### src/hdl/impq_pkg.sv
// ----------------------------------------------------------------------------
// impq_pkg
// Shared types and constants for the indexed max priority queue core.
// ----------------------------------------------------------------------------
package impq_pkg;

    // field widths fixed by the stream words
    localparam int CMD_W    = 2;
    localparam int SLOT_W   = 6;
    localparam int KEY_W    = 32;
    localparam int STATUS_W = 3;
    localparam int SIZE_W   = 7;
    localparam int IN_W     = 40;
    localparam int OUT_W    = 88;

    // command codes
    localparam logic [CMD_W-1:0] CMD_INSERT  = 2'd0;
    localparam logic [CMD_W-1:0] CMD_EXTRACT = 2'd1;
    localparam logic [CMD_W-1:0] CMD_CHANGE  = 2'd2;
    localparam logic [CMD_W-1:0] CMD_GET     = 2'd3;

    // status codes
    localparam logic [STATUS_W-1:0] ST_OK       = 3'd0;
    localparam logic [STATUS_W-1:0] ST_FULL     = 3'd1;
    localparam logic [STATUS_W-1:0] ST_EMPTY    = 3'd2;
    localparam logic [STATUS_W-1:0] ST_RANGE    = 3'd3;
    localparam logic [STATUS_W-1:0] ST_OCCUPIED = 3'd4;

    // sequencer states
    typedef enum logic [3:0] {
        S_IDLE,
        S_POS,
        S_EX_ORD,
        S_EX_KEY,
        S_EX_LK,
        S_UP,
        S_UP_O,
        S_UP_K,
        S_DN,
        S_DN_L,
        S_DN_LK,
        S_DN_RK,
        S_DN_CMP,
        S_PLACE,
        S_TOP,
        S_TOP_O
    } state_t;

endpackage

### src/hdl/impq_ram.sv
// ----------------------------------------------------------------------------
// impq_ram
// Generic single write, single read RAM with registered read data.
// ----------------------------------------------------------------------------
module impq_ram #(
    parameter int WIDTH = 32,
    parameter int DEPTH = 64
) (
    input  logic                     clk,
    input  logic                     we,
    input  logic [$clog2(DEPTH)-1:0] waddr,
    input  logic [WIDTH-1:0]         wdata,
    input  logic [$clog2(DEPTH)-1:0] raddr,
    output logic [WIDTH-1:0]         rdata
);

    logic [WIDTH-1:0] mem [DEPTH];

    // write port and registered read port
    always_ff @(posedge clk)
    begin
        if (we)
        begin
            mem[waddr] <= wdata;
        end
        rdata <= mem[raddr];
    end

endmodule

### src/hdl/indexed_max_priority_queue_core.sv
// ----------------------------------------------------------------------------
// indexed_max_priority_queue_core
// Indexed binary max-heap with slot keys, heap order and reverse positions
// held in RAMs, walked by signed key compares under a small sequencer.
// ----------------------------------------------------------------------------
// channel   dir  handshake                 word
// s_*       in   s_tvalid / s_tready       cmd, slot, key
// m_*       out  m_tvalid / m_tready       status, key_out, slot_out, size,
//                                          empty_res, top_slot, top_key
//
// each level of sift-up or sift-down costs RAM reads of the order and key
// stores through their single registered read ports, and a level of
// sift-down also reads the right child's key when that child exists.
// reset clears the count and the valid bits of the key and position stores.
// a new word is taken while the previous result waits in the output register;
// a stalled output holds the sequencer in its final state.
// ----------------------------------------------------------------------------
module indexed_max_priority_queue_core
    import impq_pkg::*;
#(
    parameter int CAPACITY = 64
) (
    input  logic             clk,
    input  logic             rst_n,
    input  logic             s_tvalid,
    output logic             s_tready,
    input  logic [IN_W-1:0]  s_tdata,   // cmd[1:0], slot[7:2], key[39:8]
    output logic             m_tvalid,
    input  logic             m_tready,
    output logic [OUT_W-1:0] m_tdata    // status[2:0], key_out[34:3],
                                        // slot_out[40:35], size[47:41],
                                        // empty_res[48], top_slot[54:49],
                                        // top_key[86:55], zero pad[87]
);

    localparam int AW = $clog2(CAPACITY);
    localparam int CW = $clog2(CAPACITY + 1);
    localparam int RW = ((AW > SLOT_W) ? AW : SLOT_W) + 1;

    state_t              state_reg, state_next;
    logic [CMD_W-1:0]    cmd_reg, cmd_next;
    logic [AW-1:0]       cur_slot_reg, cur_slot_next;
    logic [KEY_W-1:0]    cur_key_reg, cur_key_next;
    logic [CW-1:0]       k_reg, k_next;
    logic [CW-1:0]       j_reg, j_next;
    logic                moved_reg, moved_next;
    logic [AW-1:0]       ch_slot_reg, ch_slot_next;
    logic [KEY_W-1:0]    ch_key_reg, ch_key_next;
    logic [STATUS_W-1:0] status_reg, status_next;
    logic [KEY_W-1:0]    key_out_reg, key_out_next;
    logic [AW-1:0]       slot_out_reg, slot_out_next;
    logic [AW-1:0]       top_slot_reg, top_slot_next;
    logic [KEY_W-1:0]    top_key_reg, top_key_next;
    logic [CW-1:0]       cnt_reg, cnt_next;
    logic                m_tvalid_reg, m_tvalid_next;
    logic [OUT_W-1:0]    m_tdata_reg, m_tdata_next;
    logic [CAPACITY-1:0] key_vld_reg, pos_vld_reg;
    logic                key_rv_reg, pos_rv_reg;

    // ram ports
    logic             key_we, ord_we, pos_we;
    logic [AW-1:0]    key_waddr, key_raddr, ord_waddr, ord_raddr, pos_waddr, pos_raddr;
    logic [KEY_W-1:0] key_wdata, key_rdata, key_rd;
    logic [AW-1:0]    ord_wdata, ord_rdata;
    logic [CW-1:0]    pos_wdata, pos_rdata, pos_rd;

    // input word fields
    logic [CMD_W-1:0]  in_cmd;
    logic [SLOT_W-1:0] in_slot;
    logic [KEY_W-1:0]  in_key;
    logic [CW:0]       k2;
    logic              in_acc;

    assign in_cmd  = s_tdata[1:0];
    assign in_slot = s_tdata[7:2];
    assign in_key  = s_tdata[39:8];
    assign in_acc  = s_tvalid && s_tready;
    assign k2      = {k_reg, 1'b0};

    // entries never written read as zero
    assign key_rd = key_rv_reg ? key_rdata : '0;
    assign pos_rd = pos_rv_reg ? pos_rdata : '0;

    assign s_tready = (state_reg == S_IDLE);
    assign m_tvalid = m_tvalid_reg;
    assign m_tdata  = m_tdata_reg;

    impq_ram #(.WIDTH(KEY_W), .DEPTH(CAPACITY)) u_key_ram (
        .clk(clk), .we(key_we), .waddr(key_waddr), .wdata(key_wdata),
        .raddr(key_raddr), .rdata(key_rdata)
    );

    impq_ram #(.WIDTH(AW), .DEPTH(CAPACITY)) u_ord_ram (
        .clk(clk), .we(ord_we), .waddr(ord_waddr), .wdata(ord_wdata),
        .raddr(ord_raddr), .rdata(ord_rdata)
    );

    impq_ram #(.WIDTH(CW), .DEPTH(CAPACITY)) u_pos_ram (
        .clk(clk), .we(pos_we), .waddr(pos_waddr), .wdata(pos_wdata),
        .raddr(pos_raddr), .rdata(pos_rdata)
    );

    // state and datapath registers
    always_ff @(posedge clk or negedge rst_n)
    begin
        if (!rst_n)
        begin
            state_reg    <= S_IDLE;
            cmd_reg      <= CMD_INSERT;
            cur_slot_reg <= '0;
            cur_key_reg  <= '0;
            k_reg        <= '0;
            j_reg        <= '0;
            moved_reg    <= 1'b0;
            ch_slot_reg  <= '0;
            ch_key_reg   <= '0;
            status_reg   <= ST_OK;
            key_out_reg  <= '0;
            slot_out_reg <= '0;
            top_slot_reg <= '0;
            top_key_reg  <= '0;
            cnt_reg      <= '0;
            m_tvalid_reg <= 1'b0;
            m_tdata_reg  <= '0;
            key_vld_reg  <= '0;
            pos_vld_reg  <= '0;
            key_rv_reg   <= 1'b0;
            pos_rv_reg   <= 1'b0;
        end
        else
        begin
            state_reg    <= state_next;
            cmd_reg      <= cmd_next;
            cur_slot_reg <= cur_slot_next;
            cur_key_reg  <= cur_key_next;
            k_reg        <= k_next;
            j_reg        <= j_next;
            moved_reg    <= moved_next;
            ch_slot_reg  <= ch_slot_next;
            ch_key_reg   <= ch_key_next;
            status_reg   <= status_next;
            key_out_reg  <= key_out_next;
            slot_out_reg <= slot_out_next;
            top_slot_reg <= top_slot_next;
            top_key_reg  <= top_key_next;
            cnt_reg      <= cnt_next;
            m_tvalid_reg <= m_tvalid_next;
            m_tdata_reg  <= m_tdata_next;
            key_rv_reg   <= key_vld_reg[key_raddr];
            pos_rv_reg   <= pos_vld_reg[pos_raddr];
            if (key_we)
            begin
                key_vld_reg[key_waddr] <= 1'b1;
            end
            if (pos_we)
            begin
                pos_vld_reg[pos_waddr] <= 1'b1;
            end
        end
    end

    // sequencer: next state, ram controls and key compares
    always_comb
    begin
        state_next    = state_reg;
        cmd_next      = cmd_reg;
        cur_slot_next = cur_slot_reg;
        cur_key_next  = cur_key_reg;
        k_next        = k_reg;
        j_next        = j_reg;
        moved_next    = moved_reg;
        ch_slot_next  = ch_slot_reg;
        ch_key_next   = ch_key_reg;
        status_next   = status_reg;
        key_out_next  = key_out_reg;
        slot_out_next = slot_out_reg;
        top_slot_next = top_slot_reg;
        top_key_next  = top_key_reg;
        cnt_next      = cnt_reg;
        m_tvalid_next = m_tvalid_reg && !m_tready;
        m_tdata_next  = m_tdata_reg;
        key_we        = 1'b0;
        key_waddr     = cur_slot_reg;
        key_wdata     = cur_key_reg;
        key_raddr     = cur_slot_reg;
        ord_we        = 1'b0;
        ord_waddr     = AW'(k_reg - CW'(1));
        ord_wdata     = cur_slot_reg;
        ord_raddr     = '0;
        pos_we        = 1'b0;
        pos_waddr     = cur_slot_reg;
        pos_wdata     = k_reg;
        pos_raddr     = cur_slot_reg;

        unique case (state_reg)
            S_IDLE:
            begin
                key_raddr = AW'(in_slot);
                pos_raddr = AW'(in_slot);
                if (in_acc)
                begin
                    cmd_next      = in_cmd;
                    cur_slot_next = AW'(in_slot);
                    cur_key_next  = in_key;
                    moved_next    = 1'b0;
                    status_next   = ST_OK;
                    key_out_next  = '0;
                    slot_out_next = '0;
                    top_slot_next = '0;
                    top_key_next  = '0;
                    if (in_cmd == CMD_EXTRACT)
                    begin
                        if (cnt_reg == '0)
                        begin
                            status_next = ST_EMPTY;
                            state_next  = S_TOP;
                        end
                        else
                        begin
                            state_next = S_EX_ORD;
                        end
                    end
                    else if (RW'(in_slot) >= RW'(CAPACITY))
                    begin
                        status_next = ST_RANGE;
                        state_next  = S_TOP;
                    end
                    else
                    begin
                        state_next = S_POS;
                    end
                end
            end

            // slot lookup done: decide the command
            S_POS:
            begin
                if (cmd_reg == CMD_GET)
                begin
                    key_out_next = key_rd;
                    state_next   = S_TOP;
                end
                else if (cmd_reg == CMD_INSERT && pos_rd == '0)
                begin
                    if (cnt_reg == CW'(CAPACITY))
                    begin
                        status_next = ST_FULL;
                        state_next  = S_TOP;
                    end
                    else
                    begin
                        key_we     = 1'b1;
                        cnt_next   = cnt_reg + CW'(1);
                        k_next     = cnt_reg + CW'(1);
                        state_next = S_UP;
                    end
                end
                else
                begin
                    // rekey, insert into an occupied slot included
                    if (cmd_reg == CMD_INSERT)
                    begin
                        status_next = ST_OCCUPIED;
                    end
                    key_we = 1'b1;
                    if (pos_rd != '0)
                    begin
                        k_next     = pos_rd;
                        state_next = S_UP;
                    end
                    else
                    begin
                        state_next = S_TOP;
                    end
                end
            end

            // extract: read top slot, then its key and the last slot
            S_EX_ORD:
            begin
                slot_out_next = ord_rdata;
                key_raddr     = ord_rdata;
                ord_raddr     = AW'(cnt_reg - CW'(1));
                state_next    = S_EX_KEY;
            end

            S_EX_KEY:
            begin
                key_out_next  = key_rd;
                pos_we        = 1'b1;
                pos_waddr     = slot_out_reg;
                pos_wdata     = '0;
                cnt_next      = cnt_reg - CW'(1);
                cur_slot_next = ord_rdata;
                key_raddr     = ord_rdata;
                if (cnt_reg == CW'(1))
                begin
                    state_next = S_TOP;
                end
                else
                begin
                    state_next = S_EX_LK;
                end
            end

            S_EX_LK:
            begin
                cur_key_next = key_rd;
                k_next       = CW'(1);
                state_next   = S_DN;
            end

            // sift up: fetch parent slot
            S_UP:
            begin
                if (k_reg > CW'(1))
                begin
                    ord_raddr  = AW'((k_reg >> 1) - CW'(1));
                    state_next = S_UP_O;
                end
                else if (moved_reg)
                begin
                    state_next = S_PLACE;
                end
                else
                begin
                    state_next = S_DN;
                end
            end

            S_UP_O:
            begin
                ch_slot_next = ord_rdata;
                key_raddr    = ord_rdata;
                state_next   = S_UP_K;
            end

            // parent moves down when strictly smaller
            S_UP_K:
            begin
                if ($signed(key_rd) < $signed(cur_key_reg))
                begin
                    ord_we     = 1'b1;
                    ord_wdata  = ch_slot_reg;
                    pos_we     = 1'b1;
                    pos_waddr  = ch_slot_reg;
                    k_next     = k_reg >> 1;
                    moved_next = 1'b1;
                    state_next = S_UP;
                end
                else if (moved_reg)
                begin
                    state_next = S_PLACE;
                end
                else
                begin
                    state_next = S_DN;
                end
            end

            // sift down: fetch children
            S_DN:
            begin
                if (k2 <= {1'b0, cnt_reg})
                begin
                    ord_raddr  = AW'(k2 - (CW + 1)'(1));
                    state_next = S_DN_L;
                end
                else
                begin
                    state_next = S_PLACE;
                end
            end

            S_DN_L:
            begin
                ch_slot_next = ord_rdata;
                key_raddr    = ord_rdata;
                ord_raddr    = AW'(k2);
                state_next   = S_DN_LK;
            end

            S_DN_LK:
            begin
                ch_key_next = key_rd;
                j_next      = CW'(k2);
                if (k2 < {1'b0, cnt_reg})
                begin
                    cur_slot_next = cur_slot_reg;
                    key_raddr     = ord_rdata;
                    ch_slot_next  = ch_slot_reg;
                    top_slot_next = ord_rdata;
                    state_next    = S_DN_RK;
                end
                else
                begin
                    state_next = S_DN_CMP;
                end
            end

            // right child wins only when strictly greater
            S_DN_RK:
            begin
                top_slot_next = '0;
                if ($signed(key_rd) > $signed(ch_key_reg))
                begin
                    ch_key_next  = key_rd;
                    ch_slot_next = top_slot_reg;
                    j_next       = j_reg + CW'(1);
                end
                state_next = S_DN_CMP;
            end

            S_DN_CMP:
            begin
                if ($signed(cur_key_reg) >= $signed(ch_key_reg))
                begin
                    state_next = S_PLACE;
                end
                else
                begin
                    ord_we     = 1'b1;
                    ord_wdata  = ch_slot_reg;
                    pos_we     = 1'b1;
                    pos_waddr  = ch_slot_reg;
                    k_next     = j_reg;
                    state_next = S_DN;
                end
            end

            // moving entry lands at its final position
            S_PLACE:
            begin
                ord_we     = 1'b1;
                pos_we     = 1'b1;
                state_next = S_TOP;
            end

            // top of heap for the result
            S_TOP:
            begin
                moved_next = 1'b0;
                if (cnt_reg == '0)
                begin
                    state_next = S_TOP_O;
                end
                else
                begin
                    ord_raddr  = '0;
                    state_next = S_TOP_O;
                end
            end

            S_TOP_O:
            begin
                if (top_key_reg == '0 && !moved_reg && cnt_reg != '0 && !m_tvalid_reg)
                begin
                    top_slot_next = top_slot_reg;
                end
                if (cnt_reg != '0 && !key_we)
                begin
                    key_raddr = ord_rdata;
                end
                cmd_next   = cmd_reg;
                state_next = S_TOP_O;
                moved_next = 1'b1;
                if (moved_reg || cnt_reg == '0)
                begin
                    moved_next = moved_reg;
                end
                // a non-empty heap has its top slot captured and key read issued before the word loads
                if (!moved_reg && cnt_reg != '0)
                begin
                    top_slot_next = ord_rdata;
                end
                else if (!m_tvalid_reg || m_tready)
                begin
                    m_tvalid_next = 1'b1;
                    m_tdata_next  = {1'b0,
                                     (cnt_reg == '0) ? KEY_W'(0) : key_rd,
                                     (cnt_reg == '0) ? SLOT_W'(0) : SLOT_W'(top_slot_reg),
                                     (cnt_reg == '0),
                                     SIZE_W'(cnt_reg),
                                     SLOT_W'(slot_out_reg),
                                     key_out_reg,
                                     status_reg};
                    moved_next    = 1'b0;
                    state_next    = S_IDLE;
                end
                else
                begin
                    key_raddr = top_slot_reg;
                end
            end

            default:
            begin
                state_next = S_IDLE;
            end
        endcase
    end

    // heap never holds more than its capacity
    assert property (@(posedge clk) disable iff (!rst_n)
        cnt_reg <= CW'(CAPACITY))
        else $error("entry count above capacity");

    // an accepted word always starts a command
    assert property (@(posedge clk) disable iff (!rst_n)
        in_acc |=> state_reg != S_IDLE)
        else $error("accepted word not started");

    // sift position stays inside the heap
    assert property (@(posedge clk) disable iff (!rst_n)
        (state_reg == S_UP || state_reg == S_DN) |-> (k_reg != '0 && k_reg <= cnt_reg))
        else $error("sift position out of heap");

    // empty flag agrees with size in every result word
    assert property (@(posedge clk) disable iff (!rst_n)
        m_tvalid |-> (m_tdata[48] == (m_tdata[47:41] == '0)))
        else $error("empty flag mismatch");

endmodule

### config.mk
export PLATFORM = sky130hd
export DESIGN_NAME = indexed_max_priority_queue_core
export DESIGN_NICKNAME = d
export VERILOG_FILES = /design/src/hdl/impq_pkg.sv /design/src/hdl/impq_ram.sv /design/src/hdl/indexed_max_priority_queue_core.sv
export SDC_FILE = /design/constraint.sdc
export NUM_CORES = 2
export LEC_CHECK = 0
export BUFFER_PORTS_ARGS = -buffer_cell sky130_fd_sc_hd__buf_4
export CORE_MARGIN = 3
export CORE_UTILIZATION = 45
export DETAILED_ROUTE_END_ITERATION = 7
export PLACE_DENSITY = 0.71
export SETUP_SLACK_MARGIN = 0.1
export SYNTH_ARGS = -nofsm -noshare
export SYNTH_HDL_FRONTEND = slang
export SYNTH_SLANG_ARGS = --single-unit
### constraint.sdc
create_clock -name clk -period 8.14 [get_ports clk]
set_input_delay 0 -clock clk [delete_from_list [all_inputs] [get_ports clk]]
set_output_delay 0 -clock clk [all_outputs]
set_load 0.02 [all_outputs]
==> Word level (Yosys, flattened, before mapping) <==
Memory sizes are Yosys's and may differ from the RTL's. A register that Yosys moved wholly into a read port is not among the register bits.
Index checks and enable logic that the tools add are counted.
{ "op_classes": {"add_sub_neg": 6, "multipliers": 0, "div_mod_pow": 0, "magnitude_cmp": 12, "n_eq_ne": 33, "shift": 0, "mux": 102, "bitwise_logic": 3, "n_reduce_logical": 44} }
{ "ops": {"columns": ["operator", "n"], "rows": [
  ["32-bit two-way mux", 6],
  ["64-bit OR", 2],
  ["32-bit one-hot mux with 2 select lines", 2],
  ["32-bit one-hot mux with 3 select lines", 1],
  ["6-bit two-way mux", 15],
  ["7-bit two-way mux", 11],
  ["6-bit one-hot mux with 4 select lines", 3],
  ["4-bit one-hot mux with 16 select lines", 1],
  ["4-bit two-way mux", 12],
  ["6-bit one-hot mux with 2 select lines", 4],
  ["4-bit == test, second input constant", 8],
  ["32-bit >= comparator", 1],
  ["32-bit greater-than comparator", 1],
  ["32-bit < comparator", 1],
  ["6-bit by 7-bit < comparator with 1-bit output, second input constant", 4],
  ["7-bit one-hot mux with 2 select lines", 2],
  ["7-bit one-hot mux with 4 select lines", 1],
  ["3-bit two-way mux", 9],
  ["1-bit two-way mux", 24],
  ["2-bit inequality test, second input constant", 9],
  ["6-bit one-hot mux with 3 select lines", 1],
  ["6-bit by 1-bit subtractor with 6-bit output, second input constant", 3],
  ["4-bit by 3-bit == test with 1-bit output, second input constant", 4],
  ["7-bit by 1-bit adder with 7-bit output, second input constant", 2],
  ["37 further kinds", 73]
]} }
{ "totals": {"register_bits": 369, "latchBits": 0, "ram_bits": 2880, "rom_bits": 0, "inputBits": 44, "output_inout_bits": 90, "word_cells": 223, "n_memories": 3} }
{ "mem_list": {"columns": ["memory", "words", "word_bits", "read_ports", "rd_clocked_by_memory_dff", "write_ports", "line_no", "text"], "rows": [
  ["u_key_ram.mem", 64, 32, 1, 1, 1, "impq_ram.sv:17", "logic [WIDTH-1:0] mem [DEPTH];"],
  ["u_pos_ram.mem", 64, 7, 1, 1, 1, "impq_ram.sv:17", null],
  ["u_ord_ram.mem", 64, 6, 1, 1, 1, "impq_ram.sv:17", null]
]} }

==> Longest topological paths before layout <==
{ "logic_depth": {"depth_word": 9, "ltp_mapped": 19} }

==> By module <==
Synthesis repeated with hierarchy kept, for this count alone.
{ "hier_totals": {"hier_cells": 7101, "area_unflattened_um2": 132074.2} }
{ "by_module_without_submodules": {"columns": ["mod", "n_inst", "cells_per_inst", "area_each_um2", "seq_area_each_um2"], "rows": [
  ["impq_ram at u_key_ram", 1, 3511, 79039.6, 62139.6],
  ["indexed_max_priority_queue_core", 1, 2043, 20173.1, 9233.9],
  ["impq_ram at u_pos_ram", 1, 827, 17635.7, 13593.0],
  ["impq_ram at u_ord_ram", 1, 720, 15225.9, 11651.2]
]} }

==> Worst setup path before layout <==
Ideal clock, no wire load.
{ "synth_timing": {"path_kind": "reg-to-reg", "from": "register cur_key_reg[29]", "to": "memory u_ord_ram.mem[0][0] in the netlist's numbering (data pin)", "setup_ps": 702, "arrival_ps": 5767, "t_required_ps": 7438, "path_slack_ps": 1671, "path_stages_with_launch": 10, "synth_period_minus_slack_ps": 6469, "path_cell_list": "dfrtp_1 -> ha_1 -> a2111oi_0 -> o211ai_1 -> a21oi_1 -> o21ai_0 -> a2111oi_0 -> a31oi_1 -> clkbuf_1 -> o21ai_0"} }
{ "synth_between": {"elab_chain_len": 3} }
{ "synth_rtl": {"columns": ["item", "line_no", "text"], "rows": [
  ["start: declaration", "indexed_max_priority_queue_core.sv:43", "logic [KEY_W-1:0] cur_key_reg, cur_key_next;"],
  ["start signal: assignment", "indexed_max_priority_queue_core.sv:135", "cur_key_reg <= cur_key_next;"],
  ["32-bit >= comparator or 32-bit < comparator (tied branches)", "indexed_max_priority_queue_core.sv:416, indexed_max_priority_queue_core.sv:341", null],
  ["6-bit two-way mux (on tied branches)", "indexed_max_priority_queue_core.sv:416, indexed_max_priority_queue_core.sv:341", null],
  ["6-bit one-hot mux with 2 select lines (*)", "indexed_max_priority_queue_core.sv:195", "unique case (state_reg)"],
  ["named net ord_wdata[0]", "indexed_max_priority_queue_core.sv:64", "logic [AW-1:0] ord_wdata, ord_rdata;"],
  ["end: declaration", "impq_ram.sv:17", null]
]} }
Mark *: on every way through the listed nets, which the timed path passes. The rest lies on a longest branch.

==> Worst setup path after layout <==
{ "layout_timing": {"from": "register state_reg[2]", "to": "register u_key_ram.rdata[25] (read register of u_key_ram.mem)"} }
{ "layout_between": {"elab_chain_len": 3} }
{ "layout_rtl": {"columns": ["item", "line_no", "text"], "rows": [
  ["start: declaration", "indexed_max_priority_queue_core.sv:40", "state_t state_reg, state_next;"],
  ["start signal: assignment", "indexed_max_priority_queue_core.sv:132", "state_reg <= state_next;"],
  ["4-bit by 2-bit == test with 1-bit output, or another cell as far along", "indexed_max_priority_queue_core.sv:195", null],
  ["4-bit OR reduction (no line)", null, null],
  ["6-bit one-hot mux with 4 select lines (*)", "indexed_max_priority_queue_core.sv:195", null],
  ["end: declaration", "impq_ram.sv:14", "output logic [WIDTH-1:0] rdata"]
]} }
Mark *: on every way between the ends. The rest lies on a longest branch, timed or not.
A chain may end at the register's enable or synchronous reset.

==> results.md <==
* Status: complete, no violations
* Worst r2r path cells at 11
* Cells after Synth at 9271
* Yosys reg bits at between 3000 and 4000
* Total track usage at between 20% and 30%
* Remaining Overflow, GRT at 0
* I/O Buffers at approximately 130
* GP Congestion at ~0.92
* Layout cells sized above 1 at 14.1%
* Hold_buf cts at roughly 100
* Worst Max-Slew Pin Slew at between 1000 and 1500 ps
* WP data arrival at ~7600 ps
* Most frequently used flop master after synthesis: edfxtp_1
* Synth-to-Final Area Change at 12.5%
* DRC at 0
* Clock Skew at 50.0 ps
* Area contributors post-synth: edfxtp_1 63%, dfrtp_1 6.8%, mux2i_1 4.8%, nand2_1 3.6%, mux4_2 2.5%
* Syn Std Cell Area at ~140000 µm²
* Final WL at between 300000 and 400000 µm
* Die width at ~560 µm
* Clock tree buffer depth at 4
* Number of flip-flops in the largest register at 2048
* CTS clock-pin slew for the worst setup and hold paths at about 60 ps
* Total negative slack at 0 ps
* Biggest regs: u_key_ram.mem (2048), u_pos_ram.mem (448), u_ord_ram.mem (384)
* DR pass1 iterations at 7
* HPWL after DPL at between 200000 and 250000 µm
* Crit path to: u_key_ram.rdata[25]
* Reg-to-reg endpoint: u_key_ram.rdata[25]
* Reg2reg setup slack at around 1200 ps
* Largest net degree at the start of global routing at approximately 170
* Die ar. at ~310000 µm²
* Sequential share of the synthesized area at 70.8%
* Post-synth ARST share at ~11%
* CTS tree: yes
* Site Rows at ~200
* Nets@finish at around 9600
* Biggest register: u_key_ram.mem
* Yosys top cell by area: edfxtp_1
* HP Class: input port to register
* Post-cts sizing count at 0
* Crit Path Category: register to register
* Clock Sinks at about 3300
* Yosys warnings at 0
* Count leader, synth: edfxtp_1
* Post-synth net total at 9420
* CP Launch Type: register
* Hold WS at between 30 and 40 ps
* Count of cell types in the netlist at just over 100
* First-pass GRT wire length at 570000 µm
* Min Tclk post-route at roughly 7000 ps
* Syn_area_per_cell at ~15 µm²
* Launch point of the worst reg-to-reg path: state_reg[2]
* Slew margin rel. at under 10%
* Wire per inst at between 20 and 30 µm
* Dpl ws at about 1500 ps
* Vias post-DR at 86071
* TritonCTS buffer count at about 310
* Critical Path Source: state_reg[2]
* H-tree levels at 5
* DRT iter0 DRCs at 12057
* Tcrit/Tclk final at a little under nine tenths
* Post-synth EDFFs at approximately 2900
* Worst EP required at 8800 ps
* Share of the synthesized area in the top cell type at between 60% and 70%
* Final setup fails at 0
* Dpl cells at around 13000
* Die height at roughly 560 µm
* DR vias/cell at 6.31
* Worst skew pair latency at between 800 and 900 ps
* Root buffer cell: clkbuf_16
* Vias in the first global route at ~84000
* Crit Path Max Fanout at 27
* Fmax at approximately 0.14 GHz
* Crit. End Element: register
* Post-CTS Setup Bufs at 0
* Antenna violations before repair at 14
* Final slew viol count at 0
* Fill cells at 24081
* RSZ-0062 raised after global routing: false
* Final-report hold violation count at 0
* Most frequent cells after synthesis: 2880 x edfxtp_1, 1323 x nand2_1, 660 x mux2i_1, 369 x dfrtp_1, 347 x nand3_1
* Sequential Area at around 97000 µm²
* Multi-input combinational cell area at 37300 µm²
* Initial Util at between 40 and 50%
* Core area at between 300000 and 400000 µm²
* Post-DRT Antenna Nets at 0
* Non-filler cells in the finished layout at between 10000 and 15000
* Final WS setup at between 1000 and 1500 ps
* Top-Level Pins at about 130
* Max_cap viols at 0
* Worst Hold Launch: s_tdata[26]
## layout by cell type (no fill, tap or decap), types with 46 or more instances in the layout
cell type,n
inv_1,132
a211oi_1,246
mux4_2,150
o21ai_0,224
o211ai_1,64
ha_1,105
a311oi_1,80
a31oi_1,134
nor2_1,247
dlygate4sd3_1,103
buf_4,324
o221a_2,46
mux2i_1,659
mux2_2,72
a21oi_1,191
clkbuf_16,323
or4_1,53
and4_1,143
nand2_1,1317
dfrtp_1,337
clkinv_2,55
clkbuf_1,68
edfxtp_1,2880
o31ai_1,60
a2111oi_0,100
nor3_1,51
or2_2,88
nand3_1,346
and2_1,101
nor2_4,71
o22ai_1,72
clkinv_1,47
and3_1,56
## worst max-delay path: stages (launching register included)
cell       delay, ps
dfrtp_1         1040
nand2_1          210
nor2_1           830
nand3_1          310
nand3_1          380
a221o_1          600
nor2_1           320
nand2_1          690
buf_4            380
o22ai_1          100
or4_1            670
a2111oi_2       1220
## cell families (layout without fill, tap and decap cells)
group / Yosys count / after routing / synth area share [%]
flip-flops: 3294 / 3294 / 70.8
AND/OR/NAND/NOR: 2613 / 2613 / 8.99
AO/OA/AOI/OAI: 1607 / 1607 / 8.63
multiplexers: 882 / 882 / 7.91
buffers and inverters: 742 / 1150 / 2.54
adder cells (fa/ha/maj): 105 / 105 / 0.963
XOR/XNOR: 27 / 27 / 0.173
other: 1 / 4 / 0.00275
## final cells by class
| class | instances | share of cell area (%) |
|---|---|---|
| Multi-Input combinational cell | 5235 | 24.3 |
| Clock inverter | 150 | 0.963 |
| Antenna cell | 3 | 0.00489 |
| Timing Repair Buffer | 454 | 2.61 |
| Tap cell | 3958 | 3.22 |
| Inverter | 134 | 0.328 |
| Sequential cell | 3294 | 62.9 |
| Clock buffer | 412 | 5.62 |
## metrics by stage
step	cell area (µm²)	utilization, %
detailed placement	142000	47.3
global placement	142000	47.3
floorplan	136000	-
finish	154000	51.1
CTS	154000	51.1
global route	154000	51.1
## worst min path at each step
stage	slack [ps]	cells after the start	to
after floorplan	-300	0	ch_key_reg[0]
after global placement	80	1	m_tdata[41]
after detailed placement	90	1	m_tdata[41]
after CTS	2	4	cur_key_reg[30]
after global routing	50	4	cur_key_reg[18]
final	30	4	cur_key_reg[18]
## metal layers
layer,global-route usage (%),share of wire (%),wire length (µm),vias up
met4,10.6,4.8,18900,6
met5,0,0.010,41,-
met3,4.89,11,44000,975
met1,33.7,38,150000,43370
li1,-,-,-,36189
met2,38.9,46,181000,5531
Power is not shown: default switching activity piles up to over one toggle a cycle in this logic, so the estimate is an artifact.
